## src/hw/rtl/ptree_ram.sv

```systemverilog
module ptree_ram #(
    parameter int WIDTH = 8,
    parameter int DEPTH = 16
) (
    input  logic                     clk,
    input  logic                     we,
    input  logic [$clog2(DEPTH)-1:0] addr,
    input  logic [WIDTH-1:0]         wdata,
    output logic [WIDTH-1:0]         rdata
);

    logic [WIDTH-1:0] mem [DEPTH];
    logic [WIDTH-1:0] rdata_reg;

    always_ff @(posedge clk)
    begin
        if (we)
        begin
            mem[addr] <= wdata;
        end
        rdata_reg <= mem[addr];
    end

    assign rdata = rdata_reg;

endmodule

```

## config.mk

```make
export PLATFORM = sky130hd
export DESIGN_NAME = ptree_ram
export DESIGN_NICKNAME = d
export VERILOG_FILES = /design/src/hw/rtl/ptree_ram.sv
export SDC_FILE = /design/constraint.sdc
export NUM_CORES = 1
export LEC_CHECK = 0
export BUFFER_PORTS_ARGS = -buffer_cell sky130_fd_sc_hd__buf_4
export CORE_UTILIZATION = 60
export DETAILED_ROUTE_END_ITERATION = 16
export GPL_TIMING_DRIVEN = 0
export HOLD_SLACK_MARGIN = 0.15
export PLACE_DENSITY = 0.78
export SYNTH_ARGS = -nofsm -noshare
export SYNTH_HDL_FRONTEND = slang
export SYNTH_SLANG_ARGS = --single-unit
```

## constraint.sdc

```tcl
create_clock -name clk -period 1.9 [get_ports clk]
set_clock_uncertainty 0.05 [all_clocks]
set_input_delay 0.19 -clock clk [delete_from_list [all_inputs] [get_ports clk]]
set_output_delay 0.19 -clock clk [all_outputs]
set_load 0.01 [all_outputs]
```

==> impl_metrics.json <==
{
  "nFillCells": 471,
  "fin_tns_setup_ps": 0,
  "cts_tree": "done",
  "route.detailed.drc": 0,
  "cp-start-kind": "input port",
  "path_delay_family": "simple AND/OR/NAND/NOR gates",
  "nets": 291,
  "num_vias": 2440,
  "whs_ps": 223.3,
  "outcome": "complete, no violations",
  "syn_to_final_growth_pct": 19.09,
  "ir_worst_vdd_mv": 0.8259,
  "io_buffer_count": 19,
  "drtIter0Drc": 273,
  "cts.path.max_buffers": 2,
  "slew_headroom_pct": 11.24,
  "n_antenna_cell": 0,
  "synth_compound_gate_area_share_pct": 2.370,
  "ys_types": 18,
  "coreArea_um2": 8175,
  "startpoint": "addr[2]",
  "muxShareOfSynthArea_pct": 14.22,
  "powerDensity_nw_per_um2": 1168,
  "setup_violations": 0,
  "syn_area_um2": 5067,
  "p_int_mw": 5.589,
  "avgRoutedWirePerCell_um": 24.67,
  "dieWidth_um": 93.90,
  "num_rows": 33,
  "cp.arrival_ps": 1900,
  "path_class": "input port to register",
  "final_cell_area_um2": 6035,
  "switching_share_pct": 20.70,
  "drt_wl_total_um": 9744,
  "dp_hpwl_um": 5789,
  "final_max_slew_viol_count": 0,
  "min_path_type": "input port to register",
  "drive_above_1_share_pct": 31.03,
  "ctsResizeCount": 0,
  "first_pass_iters": 4,
  "fmaxAchievable_mhz": 550.3,
  "clk_pin_slew_ps": 60,
  "yosys_warnings": 0,
  "fin_crit_sh_pct": 95.64,
  "root_buffer": "clkbuf_8",
  "avgSynthCellArea_um2": 22.03,
  "grt_usage_pct": 25.03,
  "critPathMaxFanout": 8,
  "hold_violations": 0,
  "synth_xor_area_share_pct": 0,
  "clk-insertion-delay-late_ps": 520,
  "synth_top_family_by_area": "multiplexers",
  "die_area_um2": 8817,
  "grt_max_degree": 17,
  "crit_buf_inv": 1,
  "num_io_pins": 22,
  "synth_largest_area_cell": "edfxtp_1",
  "antenna_found_initial": 0,
  "syn-num-nets": 244,
  "synth.yosys.seq_area_share_pct": 79.01,
  "total_power_mw": 7.048,
  "ant_nets": 0,
  "cts.sinks": 136,
  "post_dp_cell_area_um2": 5341,
  "syn_inst": 230,
  "p_leak_nw": 1.986,
  "final_core_util_pct": 73.81,
  "pwr-share-clk_pct": 47.1,
  "rsz0062_at_grt": "no",
  "r2r-start": "mem[2][3]",
  "cts_made_buffers": 17,
  "grt_pass1_wl_um": 14570,
  "endpoint_kind": "register",
  "htree_num_levels": 4,
  "crit_slowest_cell": "nor3_1",
  "min_period_ps": 1817,
  "comb_power_share_pct": 5.0,
  "min-delay-start": "addr[3]",
  "ys_top_cells_by_area": "edfxtp_1, mux4_2, dfxtp_1",
  "synth_seq_cells": 136,
  "p_sw_mw": 1.459,
  "crit_required_ps": 1980,
  "place_congestion": 0.7550,
  "grt_pass1_vias": 2464,
  "synth_top_area_share_pct": 75.85,
  "synth-adder-area-share_pct": 0,
  "tightest_slew_ps": 1321,
  "yosys.area_share.simple_pct": 3.210,
  "p_seq_share_pct": 47.8,
  "max_stage_delay_ps": 1020,
  "gr-total-overflow": 0,
  "drv_cap": 0,
  "largest_register_ff_count": 128,
  "die_h_um": 93.90,
  "vias_per_cell": 6.177,
  "start_util_pct": 61.98,
  "crit_chain": "buf_4 > or3b_2 > nor3_1"
}
## final timing paths
| kind | slack, ps | cells after the start | endpoint |
|---|---|---|---|
| worst max register to register | 440 | 3 | rdata[3] |
| worst min register to register | 640 | 3 | rdata[7] |
| worst max-delay path | 80 | 3 | mem[0][5] |
| worst min-delay path | 220 | 4 | rdata[7] |
## cell usage in the layout (no fill, tap or decap), types with 4 or more instances in the layout
| cell type | synthesis | final |
|---|---|---|
| nor2_1 | 13 | 13 |
| dfxtp_1 | 8 | 8 |
| buf_1 | 4 | 4 |
| mux4_2 | 32 | 32 |
| nand2_1 | 9 | 9 |
| buf_4 | 0 | 19 |
| clkbuf_16 | 0 | 16 |
| a22oi_1 | 16 | 16 |
| edfxtp_1 | 128 | 128 |
| dlygate4sd3_1 | 0 | 8 |
| nor3_1 | 4 | 4 |
## Yosys cell counts (all sizes together)
cell	n
buf	8
nor2	13
nand3b	2
nor3	4
mux4	32
nand3	1
a22oi	16
edfxtp	128
dfxtp	8
nand2	9
nor2b	2
clkbuf	3
and2	1
or3b	1
nand2b	2
## routing by layer
layer / track usage [%] / vias up / part of all wire, %
met5: 0 / - / 0
met2: 37.41 / 143 / 48
met3: 5.906 / 24 / 9.0
li1: - / 1054 / -
met4: 13.08 / 0 / 3.7
met1: 34.86 / 1219 / 40
## repair_timing
item / in CTS / in global routing
hold endpoints to repair: 128 / 0
hold buffers: 8 / 0
setup buffers: 0 / 0
## power by group through the flow
stage          logic [mW]  clock network, mW  registers [mW]
2_1_floorplan       0.173                  0            3.44
3_3_place_gp        0.325                  0            3.43
3_5_place_dp        0.335                  0            3.43
4_1_cts             0.356               3.32            3.37
5_1_grt             0.377               3.44            3.38
6_report            0.354               3.32            3.37
## worst min-delay path: cells and delay by family
kind,cells,cell delay [ps]
simple gates,2,200
compound gates,1,200
buf+inv,1,150
## layout make-up
class                      instances  area, um2  area share, %
tap                              105      131.4          2.177
clock inverter                    13      166.4          2.758
multi-input combinational         83       1003          16.63
timing repair buffer              28      227.7          3.774
buffer                            11      60.06         0.9952
sequential                       136       4004          66.35
clock buffer                      19      441.7          7.319
## cells by family after synthesis
group	after synthesis
flops	136
simple gates	35
mux	32
compound gates	16
buf+inv	11
## stage by stage
step,worst slack (ps),std cells
3_3_place_gp,-354.0,354
6_report,82.88,395
4_1_cts,27.31,394
3_5_place_dp,-454.6,354
2_1_floorplan,167.0,230
5_1_grt,6.144,395
Power figures use the tool's default switching activity.
